$ cat src/design/life_generation_row_stream_defines.svh
// ----------------------------------------------------------------------------
// Life generation row stream: assertion macros
// Shared concurrent assertion forms used by the row stream modules.
// ----------------------------------------------------------------------------
`ifndef LIFE_GENERATION_ROW_STREAM_DEFINES_SVH
`define LIFE_GENERATION_ROW_STREAM_DEFINES_SVH

// Check a condition at every clock edge outside reset
`define LGRS_ASSERT_ALWAYS(label, clk, rst_n, cond, msg) \
  label: assert property (@(posedge clk) disable iff (!rst_n) (cond)) else $error(msg);

// Check a consequence in the same cycle as its trigger
`define LGRS_ASSERT_IMP(label, clk, rst_n, ante, cons, msg) \
  label: assert property (@(posedge clk) disable iff (!rst_n) (ante) |-> (cons)) \
    else $error(msg);

// Check a consequence in the cycle after its trigger
`define LGRS_ASSERT_NXT(label, clk, rst_n, ante, cons, msg) \
  label: assert property (@(posedge clk) disable iff (!rst_n) (ante) |=> (cons)) \
    else $error(msg);

`endif

$ cat src/design/lgrs_pkg.sv
// ----------------------------------------------------------------------------
// Life generation row stream package
// Widths, types and the B3/S23 cell rule shared by the row stream modules.
// ----------------------------------------------------------------------------
package lgrs_pkg;

  // Port row width and number of implemented columns
  localparam int ROW_W     = 64;
  localparam int ROW_CELLS = 64;

  // Width configuration register
  localparam int GW_W = 7;

  // Result queue sizing
  localparam int FIFO_DEPTH = 4;
  localparam int PTR_W      = $clog2(FIFO_DEPTH);
  localparam int CNT_W      = $clog2(FIFO_DEPTH + 1);

  // Neighbor counts of the rule
  localparam logic [3:0] BIRTH_COUNT   = 4'd3;
  localparam logic [3:0] SURVIVE_COUNT = 4'd2;

  typedef logic [ROW_W-1:0] row_t;
  typedef logic [GW_W-1:0]  gw_t;
  localparam gw_t GW_RESET = gw_t'(ROW_W);

  // Masked bits one cell shows to its neighbors
  typedef struct packed {
    logic abv;  // row above the held row
    logic mid;  // held row
    logic cur;  // incoming row
  } nbr_t;

  // Per-transaction control broadcast to the cells
  typedef struct packed {
    logic accept;
    logic pending;
    logic last;
  } cell_ctl_t;

  // Per-cell results for both possible outputs
  typedef struct packed {
    logic nxt_a;   // next state of the held row
    logic diff_a;
    logic nxt_b;   // next state of the incoming row as bottom row
    logic diff_b;
  } cell_res_t;

  // One result transaction
  typedef struct packed {
    row_t next_row;
    logic row_changed;
    logic frame_changed;
    logic last_out;
  } out_entry_t;

  // Up to two results pushed per input transaction
  typedef struct packed {
    logic [1:0] cnt;
    out_entry_t ent0;
    out_entry_t ent1;
  } push_t;

  // Count the set bits of an eight-neighbor group
  function automatic logic [3:0] count_bits(input logic [7:0] bits);
    logic [3:0] sum;
    sum = '0;
    for (int i = 0; i < 8; i++) begin
      sum = sum + {3'b000, bits[i]};
    end
    return sum;
  endfunction

  // B3/S23: birth on three, survival on two or three
  function automatic logic life_rule(input logic alive, input logic [3:0] count);
    return (count == BIRTH_COUNT) || (alive && (count == SURVIVE_COUNT));
  endfunction

endpackage

$ cat src/design/lgrs_in_if.sv
// ----------------------------------------------------------------------------
// Life generation row stream input channel
// Valid/ready channel carrying one grid row and its end-of-frame mark.
// ----------------------------------------------------------------------------
interface lgrs_in_if;
  import lgrs_pkg::*;

  logic valid;
  logic ready;
  row_t row_cells;
  logic last_row;

  modport source (output valid, output row_cells, output last_row, input ready);
  modport sink   (input valid, input row_cells, input last_row, output ready);
endinterface

$ cat src/design/lgrs_out_if.sv
// ----------------------------------------------------------------------------
// Life generation row stream output channel
// Valid/ready channel carrying one next-generation row with its status flags.
// ----------------------------------------------------------------------------
interface lgrs_out_if;
  import lgrs_pkg::*;

  logic valid;
  logic ready;
  row_t next_row;
  logic row_changed;
  logic frame_changed;
  logic last_out;

  modport source (output valid, output next_row, output row_changed,
                  output frame_changed, output last_out, input ready);
  modport sink   (input valid, input next_row, input row_changed,
                  input frame_changed, input last_out, output ready);
endinterface

$ cat src/design/life_generation_row_stream.sv
// ----------------------------------------------------------------------------
// Life generation row stream
// One B3/S23 generation over a grid streamed row by row, as a chain of
// column cells feeding a small result queue.
// ----------------------------------------------------------------------------
// A result is offered the cycle after its completing row is accepted if the queue was empty.
// Throughput: one row per cycle while the queue has room; a bottom row that
// follows a held row yields two results, queued together and sent in order.
// The input stalls only when the four-entry result queue holds over two rows.
// Reset: held rows and frame state clear, the width register returns to 64.
// ----------------------------------------------------------------------------
`include "life_generation_row_stream_defines.svh"

module life_generation_row_stream (
  input  logic          clk_i,
  input  logic          rst_ni,
  input  logic          cfg_we_i,
  input  lgrs_pkg::gw_t cfg_wdata_i,
  lgrs_in_if.sink       in_row,
  lgrs_out_if.source    out_row
);
  import lgrs_pkg::*;

  gw_t        gw_q;
  logic       pending_q, pending_d;
  logic       change_seen_q, change_seen_d;
  logic       accept;
  logic       room;
  logic       changed_a, changed_b;
  logic       seen_a, seen_b;
  cell_ctl_t  ctl;
  nbr_t       own [ROW_CELLS+2];
  cell_res_t  res [ROW_CELLS];
  row_t       nxt_a, nxt_b, diff_a, diff_b;
  out_entry_t ent_a, ent_b;
  push_t      push;

  assign in_row.ready = room;
  assign accept       = in_row.valid & room;
  assign ctl          = '{accept: accept, pending: pending_q, last: in_row.last_row};

  // Hold the width register
  always_ff @(posedge clk_i or negedge rst_ni) begin
    if (!rst_ni) begin
      gw_q <= GW_RESET;
    end else if (cfg_we_i) begin
      gw_q <= cfg_wdata_i;
    end
  end

  // Dead border columns on both ends of the chain
  assign own[0]           = '0;
  assign own[ROW_CELLS+1] = '0;

  // Chain of column cells
  for (genvar k = 0; k < ROW_CELLS; k++) begin : g_cell
    lgrs_cell u_cell (
      .clk_i   (clk_i),
      .rst_ni  (rst_ni),
      .en_i    (gw_q > gw_t'(k)),
      .cur_i   (in_row.row_cells[k]),
      .ctl_i   (ctl),
      .left_i  (own[k]),
      .right_i (own[k+2]),
      .own_o   (own[k+1]),
      .res_o   (res[k])
    );
    assign nxt_a[k]  = res[k].nxt_a;
    assign nxt_b[k]  = res[k].nxt_b;
    assign diff_a[k] = res[k].diff_a;
    assign diff_b[k] = res[k].diff_b;
  end

  // Columns beyond the implemented cells stay dead
  if (ROW_CELLS < ROW_W) begin : g_pad
    assign nxt_a[ROW_W-1:ROW_CELLS]  = '0;
    assign nxt_b[ROW_W-1:ROW_CELLS]  = '0;
    assign diff_a[ROW_W-1:ROW_CELLS] = '0;
    assign diff_b[ROW_W-1:ROW_CELLS] = '0;
  end

  // Collect change flags in output order
  assign changed_a = |diff_a;
  assign changed_b = |diff_b;
  assign seen_a    = change_seen_q | changed_a;
  assign seen_b    = change_seen_q | (pending_q & changed_a) | changed_b;

  // Build the result entries; the held row goes first when present
  assign ent_a = '{next_row: nxt_a, row_changed: changed_a,
                   frame_changed: seen_a, last_out: 1'b0};
  assign ent_b = '{next_row: nxt_b, row_changed: changed_b,
                   frame_changed: seen_b, last_out: 1'b1};

  always_comb begin
    push.cnt  = 2'd0;
    push.ent0 = pending_q ? ent_a : ent_b;
    push.ent1 = ent_b;
    if (accept) begin
      push.cnt = {1'b0, pending_q} + {1'b0, in_row.last_row};
    end
  end

  // Track the held row and the frame change flag
  always_comb begin
    pending_d     = pending_q;
    change_seen_d = change_seen_q;
    if (accept) begin
      pending_d     = !in_row.last_row;
      change_seen_d = !in_row.last_row && (change_seen_q || (pending_q && changed_a));
    end
  end

  always_ff @(posedge clk_i or negedge rst_ni) begin
    if (!rst_ni) begin
      pending_q     <= 1'b0;
      change_seen_q <= 1'b0;
    end else begin
      pending_q     <= pending_d;
      change_seen_q <= change_seen_d;
    end
  end

  lgrs_out_fifo u_out_fifo (
    .clk_i   (clk_i),
    .rst_ni  (rst_ni),
    .push_i  (push),
    .room_o  (room),
    .out_row (out_row)
  );

  `LGRS_ASSERT_NXT(a_frame_end_clear, clk_i, rst_ni, accept && in_row.last_row, !pending_q && !change_seen_q, "frame state not cleared at frame end")
  `LGRS_ASSERT_NXT(a_row_held, clk_i, rst_ni, accept && !in_row.last_row, pending_q, "row not held after non-final row")

endmodule

$ cat src/design/lgrs_cell.sv
// ----------------------------------------------------------------------------
// Life generation row stream column cell
// Holds one column of the two buffered rows, trades its bits with the
// neighboring columns and evaluates the rule for both possible results.
// ----------------------------------------------------------------------------
module lgrs_cell (
  input  logic                 clk_i,
  input  logic                 rst_ni,
  input  logic                 en_i,
  input  logic                 cur_i,
  input  lgrs_pkg::cell_ctl_t  ctl_i,
  input  lgrs_pkg::nbr_t       left_i,
  input  lgrs_pkg::nbr_t       right_i,
  output lgrs_pkg::nbr_t       own_o,
  output lgrs_pkg::cell_res_t  res_o
);
  import lgrs_pkg::*;

  logic       above_q, above_d;
  logic       mid_q, mid_d;
  logic       abv_m, mid_m, cur_m;
  logic       up_b;
  logic [3:0] count_a, count_b;
  logic       nxt_a, nxt_b;

  // Mask held and incoming bits with the active width
  assign abv_m = above_q & en_i;
  assign mid_m = mid_q & en_i;
  assign cur_m = cur_i & en_i;
  assign own_o = '{abv: abv_m, mid: mid_m, cur: cur_m};

  // Row above the bottom row is the held row only when one is pending
  assign up_b = ctl_i.pending & mid_m;

  // Count neighbors for the held row and for the incoming row as bottom row
  assign count_a = count_bits({left_i.abv, left_i.mid, left_i.cur, abv_m, cur_m,
                               right_i.abv, right_i.mid, right_i.cur});
  assign count_b = count_bits({ctl_i.pending & left_i.mid, left_i.cur, 1'b0, up_b,
                               1'b0, ctl_i.pending & right_i.mid, right_i.cur, 1'b0});

  // Apply the rule and force inactive columns dead
  assign nxt_a = life_rule(mid_m, count_a) & en_i;
  assign nxt_b = life_rule(cur_m, count_b) & en_i;
  assign res_o = '{nxt_a: nxt_a, diff_a: nxt_a ^ mid_m,
                   nxt_b: nxt_b, diff_b: nxt_b ^ cur_m};

  // Shift the rows down on a transaction; clear at frame end
  always_comb begin
    above_d = above_q;
    mid_d   = mid_q;
    if (ctl_i.accept) begin
      if (ctl_i.last) begin
        above_d = 1'b0;
        mid_d   = 1'b0;
      end else begin
        above_d = up_b;
        mid_d   = cur_m;
      end
    end
  end

  always_ff @(posedge clk_i or negedge rst_ni) begin
    if (!rst_ni) begin
      above_q <= 1'b0;
      mid_q   <= 1'b0;
    end else begin
      above_q <= above_d;
      mid_q   <= mid_d;
    end
  end

endmodule

$ cat src/design/lgrs_out_fifo.sv
// ----------------------------------------------------------------------------
// Life generation row stream result queue
// Small queue taking up to two results per cycle and handing out one,
// decoupling the input channel from output backpressure.
// ----------------------------------------------------------------------------
`include "life_generation_row_stream_defines.svh"

module lgrs_out_fifo (
  input  logic            clk_i,
  input  logic            rst_ni,
  input  lgrs_pkg::push_t push_i,
  output logic            room_o,
  lgrs_out_if.source      out_row
);
  import lgrs_pkg::*;

  out_entry_t       mem_q [FIFO_DEPTH];
  logic [PTR_W-1:0] wr_ptr_q, wr_ptr_d;
  logic [PTR_W-1:0] rd_ptr_q, rd_ptr_d;
  logic [CNT_W-1:0] count_q, count_d;
  logic [PTR_W-1:0] wr_ptr_nx;
  logic             pop;
  out_entry_t       head;

  // Accept input only with room for a full two-result transaction
  assign room_o = count_q <= CNT_W'(FIFO_DEPTH - 2);

  // Present the head entry
  assign head                  = mem_q[rd_ptr_q];
  assign out_row.valid         = count_q != '0;
  assign out_row.next_row      = head.next_row;
  assign out_row.row_changed   = head.row_changed;
  assign out_row.frame_changed = head.frame_changed;
  assign out_row.last_out      = head.last_out;
  assign pop                   = out_row.valid & out_row.ready;

  // Advance pointers and occupancy
  assign wr_ptr_nx = wr_ptr_q + PTR_W'(1);
  always_comb begin
    wr_ptr_d = wr_ptr_q + PTR_W'(push_i.cnt);
    rd_ptr_d = rd_ptr_q + PTR_W'(pop);
    count_d  = count_q + CNT_W'(push_i.cnt) - CNT_W'(pop);
  end

  always_ff @(posedge clk_i or negedge rst_ni) begin
    if (!rst_ni) begin
      wr_ptr_q <= '0;
      rd_ptr_q <= '0;
      count_q  <= '0;
    end else begin
      wr_ptr_q <= wr_ptr_d;
      rd_ptr_q <= rd_ptr_d;
      count_q  <= count_d;
    end
  end

  // Write the pushed entries
  always_ff @(posedge clk_i) begin
    if (push_i.cnt != 2'd0) begin
      mem_q[wr_ptr_q] <= push_i.ent0;
    end
    if (push_i.cnt == 2'd2) begin
      mem_q[wr_ptr_nx] <= push_i.ent1;
    end
  end

  `LGRS_ASSERT_ALWAYS(a_count_bound, clk_i, rst_ni, count_q <= CNT_W'(FIFO_DEPTH), "result queue over depth")
  `LGRS_ASSERT_IMP(a_push_room, clk_i, rst_ni, push_i.cnt != 2'd0, count_q <= CNT_W'(FIFO_DEPTH - 2), "push without room")

endmodule

$ cat src/flat_wrapper.sv
// flat-port wrapper written by rule: the top's interface ports become plain ports
module life_generation_row_stream_flat import lgrs_pkg::*;
  (clk_i, rst_ni, cfg_we_i, cfg_wdata_i, in_row_valid, in_row_row_cells, in_row_last_row, in_row_ready, out_row_valid, out_row_next_row, out_row_row_changed, out_row_frame_changed, out_row_last_out, out_row_ready);
  lgrs_in_if in_row_i ();
  lgrs_out_if out_row_i ();
  input  logic clk_i;
  input  logic rst_ni;
  input  logic cfg_we_i;
  input  lgrs_pkg::gw_t cfg_wdata_i;
  input wire logic [$bits(in_row_i.valid)-1:0] in_row_valid;
  input wire logic [$bits(in_row_i.row_cells)-1:0] in_row_row_cells;
  input wire logic [$bits(in_row_i.last_row)-1:0] in_row_last_row;
  output wire logic [$bits(in_row_i.ready)-1:0] in_row_ready;
  output wire logic [$bits(out_row_i.valid)-1:0] out_row_valid;
  output wire logic [$bits(out_row_i.next_row)-1:0] out_row_next_row;
  output wire logic [$bits(out_row_i.row_changed)-1:0] out_row_row_changed;
  output wire logic [$bits(out_row_i.frame_changed)-1:0] out_row_frame_changed;
  output wire logic [$bits(out_row_i.last_out)-1:0] out_row_last_out;
  input wire logic [$bits(out_row_i.ready)-1:0] out_row_ready;
  assign in_row_i.valid = in_row_valid;
  assign in_row_i.row_cells = in_row_row_cells;
  assign in_row_i.last_row = in_row_last_row;
  assign in_row_ready = in_row_i.ready;
  assign out_row_valid = out_row_i.valid;
  assign out_row_next_row = out_row_i.next_row;
  assign out_row_row_changed = out_row_i.row_changed;
  assign out_row_frame_changed = out_row_i.frame_changed;
  assign out_row_last_out = out_row_i.last_out;
  assign out_row_i.ready = out_row_ready;
  life_generation_row_stream u_core (.clk_i(clk_i), .rst_ni(rst_ni), .cfg_we_i(cfg_we_i), .cfg_wdata_i(cfg_wdata_i), .in_row(in_row_i), .out_row(out_row_i));
endmodule
$ cat config.mk
export PLATFORM = sky130hd
export DESIGN_NAME = life_generation_row_stream_flat
export DESIGN_NICKNAME = d
export VERILOG_FILES = /design/src/design/lgrs_pkg.sv /design/src/design/lgrs_in_if.sv /design/src/design/lgrs_out_if.sv /design/src/design/life_generation_row_stream.sv /design/src/design/lgrs_cell.sv /design/src/design/lgrs_out_fifo.sv /design/src/flat_wrapper.sv
export VERILOG_INCLUDE_DIRS = /design/src /design/src/design
export SDC_FILE = /design/constraint.sdc
export NUM_CORES = 2
export LEC_CHECK = 0
export BUFFER_PORTS_ARGS = -buffer_cell sky130_fd_sc_hd__buf_2
export CORE_MARGIN = 5
export CORE_UTILIZATION = 35
export CTS_CLUSTER_DIAMETER = 200
export DETAILED_ROUTE_END_ITERATION = 8
export GPL_ROUTABILITY_DRIVEN = 0
export SLEW_MARGIN = 10
export SYNTH_ARGS = -nofsm -noshare
export SYNTH_HDL_FRONTEND = slang
export SYNTH_SLANG_ARGS = --single-unit
export TNS_END_PERCENT = 10
$ cat constraint.sdc
create_clock -name clk_i -period 11.7 [get_ports clk_i]
set_input_delay 1.17 -clock clk_i [delete_from_list [all_inputs] [get_ports clk_i]]
set_output_delay 1.17 -clock clk_i [all_outputs]
set_load 0.05 [all_outputs]
==> results.ini <==
[pwr]
power_density_nw_per_um2 = 242
ir_drop_v = 0.000152
power_leakage_nw = 18.9

[yosys]
synthesis.nets = 4324
ys_seq_area_share_pct = 30.8
ys_ff_latch = 412
syn_area_um2 = 37700
ys_warn_count = 0
synthSimpleGateAreaFrac_pct = 14.3
synthMuxAreaShare_pct = 5.79
postSynthAreaPerCell_um2 = 10.5
synth_cell_type_count = 91
synth-edff-count = 264
synth_top_family_by_area = adder cells
synth_compound_area_share_pct = 14.1
synthAdderAreaFrac_pct = 28.6
ys.flop_type = edfxtp_1
synth-xor-area-share_pct = 0.116
netlist_instances = 3612
async_reset_ff_share_pct = 35.0

[global_routing]
grt_pass1_wl_mm = 202
grtUsageTotal_pct = 23.3
grt.overflow.total = 0
grt_pass1_vias = 29385
grt_max_degree = 117
antenna_found_initial = 27

[floorplan]
initial_core_util_pct = 35.3
die-width_um = 338
die_h_um = 338
die_area_um2 = 115000
core_um2 = 107000
num_rows = 120
io_pins = 146

[sta]
fmax_mhz = 124
skew_ps = 31.1
fin_crit_sh_pct = 68.8
setup_tns_ps = 0
slew_headroom_pct = 6.15
rsz0062_at_grt = no
drv_slew = 0
worstMarginPinSlew_ps = 1390
hold_viol = 0
min_period_ps = 8050
setup_viol = 0

[final_layout]
n_fill_cell = 10477
drive_gt1_share_pct = 11.0
area_growth_pct = 11.0
final_area_um2 = 41900
multi_input_area_um2 = 23800
nNetsFinal = 4421
final_common_cell = inv_1
regArea_um2 = 11600
layout_common_cells = inv_1, fa_1, nand2_1

[clock_tree]
clockBufferDepth = 3
cts-root-buf = clkbuf_16
insertion_delay_ps = 640
cts_resized = 0
cts_hold_buffers = 0
cts.htree.levels = 2
post-cts-setup-buffers = 0
cts.clk_slew.worst_paths_ps = 60
cts_tree = done
clkSinkCount = 412
cts-buffers-inserted = 48

[placement]
place_area_um2 = 40200
hpwl_mm = 106
io_buffers = 145

[critical_path]
cp-start-kind = flip-flop
arrival_ps = 8410
critPathRequiredTime_ps = 12060
critPathKind = flip-flop to flip-flop
cp_max_fo = 46
worst_setup_path_end_kind = flip-flop

[route]
drt_first_iter_violations = 3538
routed-via-count = 30054
drc = 0
wl_per_cell_um = 26.5
routed_via_density = 5.82
antenna_left = 0
wl_mm = 137
first_pass_iters = 7

[hold_path]
hold_class = flip-flop to flip-flop

[status]
status = complete, no violations

[run]
cap_violations = 0

==> registers in the layout (all words and copies together) (netlist names) <==
| signal | count |
|---|---|
| u_core.u_out_fifo.mem_q | 268 |
| u_core.change_seen_q | 1 |
| u_core.u_out_fifo.wr_ptr_q | 2 |
| u_core.u_out_fifo.count_q | 3 |
| u_core.gw_q | 7 |
| u_core.g_cell.u_cell.above_q | 64 |
| u_core.g_cell.u_cell.mid_q | 64 |
| u_core.pending_q | 1 |
| u_core.u_out_fifo.rd_ptr_q | 2 |
==> power by group <==
| part | total (mW) | internal (mW) | leakage [nW] | switching, mW |
|---|---|---|---|---|
| combinational | 6.34 | 2.14 | 13.7 | 4.20 |
| clock | 1.69 | 0.980 | 0.820 | 0.706 |
| sequential | 2.12 | 1.84 | 4.41 | 0.281 |
==> cells in the mapped netlist, types with 69 or more instances <==
cell type	instances	area [µm²]
inv_1	477	1790
fa_1	379	7590
nand2_1	337	1260
edfxtp_1	264	7930
o22ai_1	264	1650
ha_1	256	3200
dfrtp_1	143	3580
o21ai_0	133	666
nor2_1	132	495
clkbuf_1	111	417
nor2b_1	96	601
nand2b_1	83	519
and2_1	80	500
a21oi_1	69	345
==> cells by family (layout without fill, tap and decap cells) <==
group / count (synthesis) / count (layout)
and+or+nand+nor: 1011 / 1011
AOI/OAI and AO/OA: 788 / 788
buffers and inverters: 630 / 766
muxes: 131 / 131
adders and majority gates: 635 / 635
xor gates and xnor gates: 5 / 5
DFF: 412 / 412
other: 0 / 9
==> through the flow <==
stage / setup WS (ps) / total power [mW] / utilization, % / cells / hold slack, ps
after floorplan: 5520 / 6.34 / - / 3612 / 437
after global placement: 3950 / 8.20 / 37.5 / 5062 / 451
after detailed placement: 3830 / 8.32 / 37.5 / 5062 / 460
after CTS: 3830 / 10.0 / 39.1 / 5151 / 475
after global routing: 3500 / 10.8 / 39.1 / 5151 / 495
final: 3650 / 10.1 / 39.1 / 5160 / 469
==> worst paths after layout <==
check                           cells past startpoint  slack (ps)                                to                          start
worst max-delay path                               21        3650     u_core.u_out_fifo.mem_q[3][1]                 u_core.gw_q[6]
worst min-delay path                                2         470     u_core.u_out_fifo.mem_q[3][0]  u_core.u_out_fifo.mem_q[3][0]
worst max register to register                     21        3650     u_core.u_out_fifo.mem_q[3][1]                 u_core.gw_q[6]
worst min register to register                      2         470     u_core.u_out_fifo.mem_q[3][0]  u_core.u_out_fifo.mem_q[3][0]
max in group asynchronous                           2        9870  u_core.g_cell[48].u_cell.above_q                         rst_ni
min in group asynchronous                           1         500  u_core.g_cell[39].u_cell.above_q                         rst_ni
==> cell type report <==
class	count	area share (%)
Antenna cell	9	0.0538
Clock buffer	55	3.00
Clock inverter	34	1.09
Inverter	478	4.28
Multi-Input combinational cell	2570	56.9
Sequential cell	412	27.7
Tap cell	1403	4.19
Timing Repair Buffer	199	2.74
==> per-layer routing <==
metal  GRT usage (%)  routed length [µm]
met1            31.8               55000
met2            34.7               58600
met3            6.46               15800
met4            10.1                7390
met5               0                  46
==> critical path, cell delays in order, from the launching register on <==
cell,delay (ps)
dfstp_2,1180
nor2_2,120
buf_4,270
a21oi_1,770
nand2_1,270
inv_1,220
fa_1,440
fa_1,510
inv_1,50
fa_1,470
inv_1,40
ha_1,200
fa_1,450
and4b_1,210
a22oi_1,240
mux2i_1,440
o221ai_1,340
a2111oi_0,500
nand4_1,230
o31a_1,440
nor3_4,260
nor2_1,90
Power figures use the tool's default switching activity.
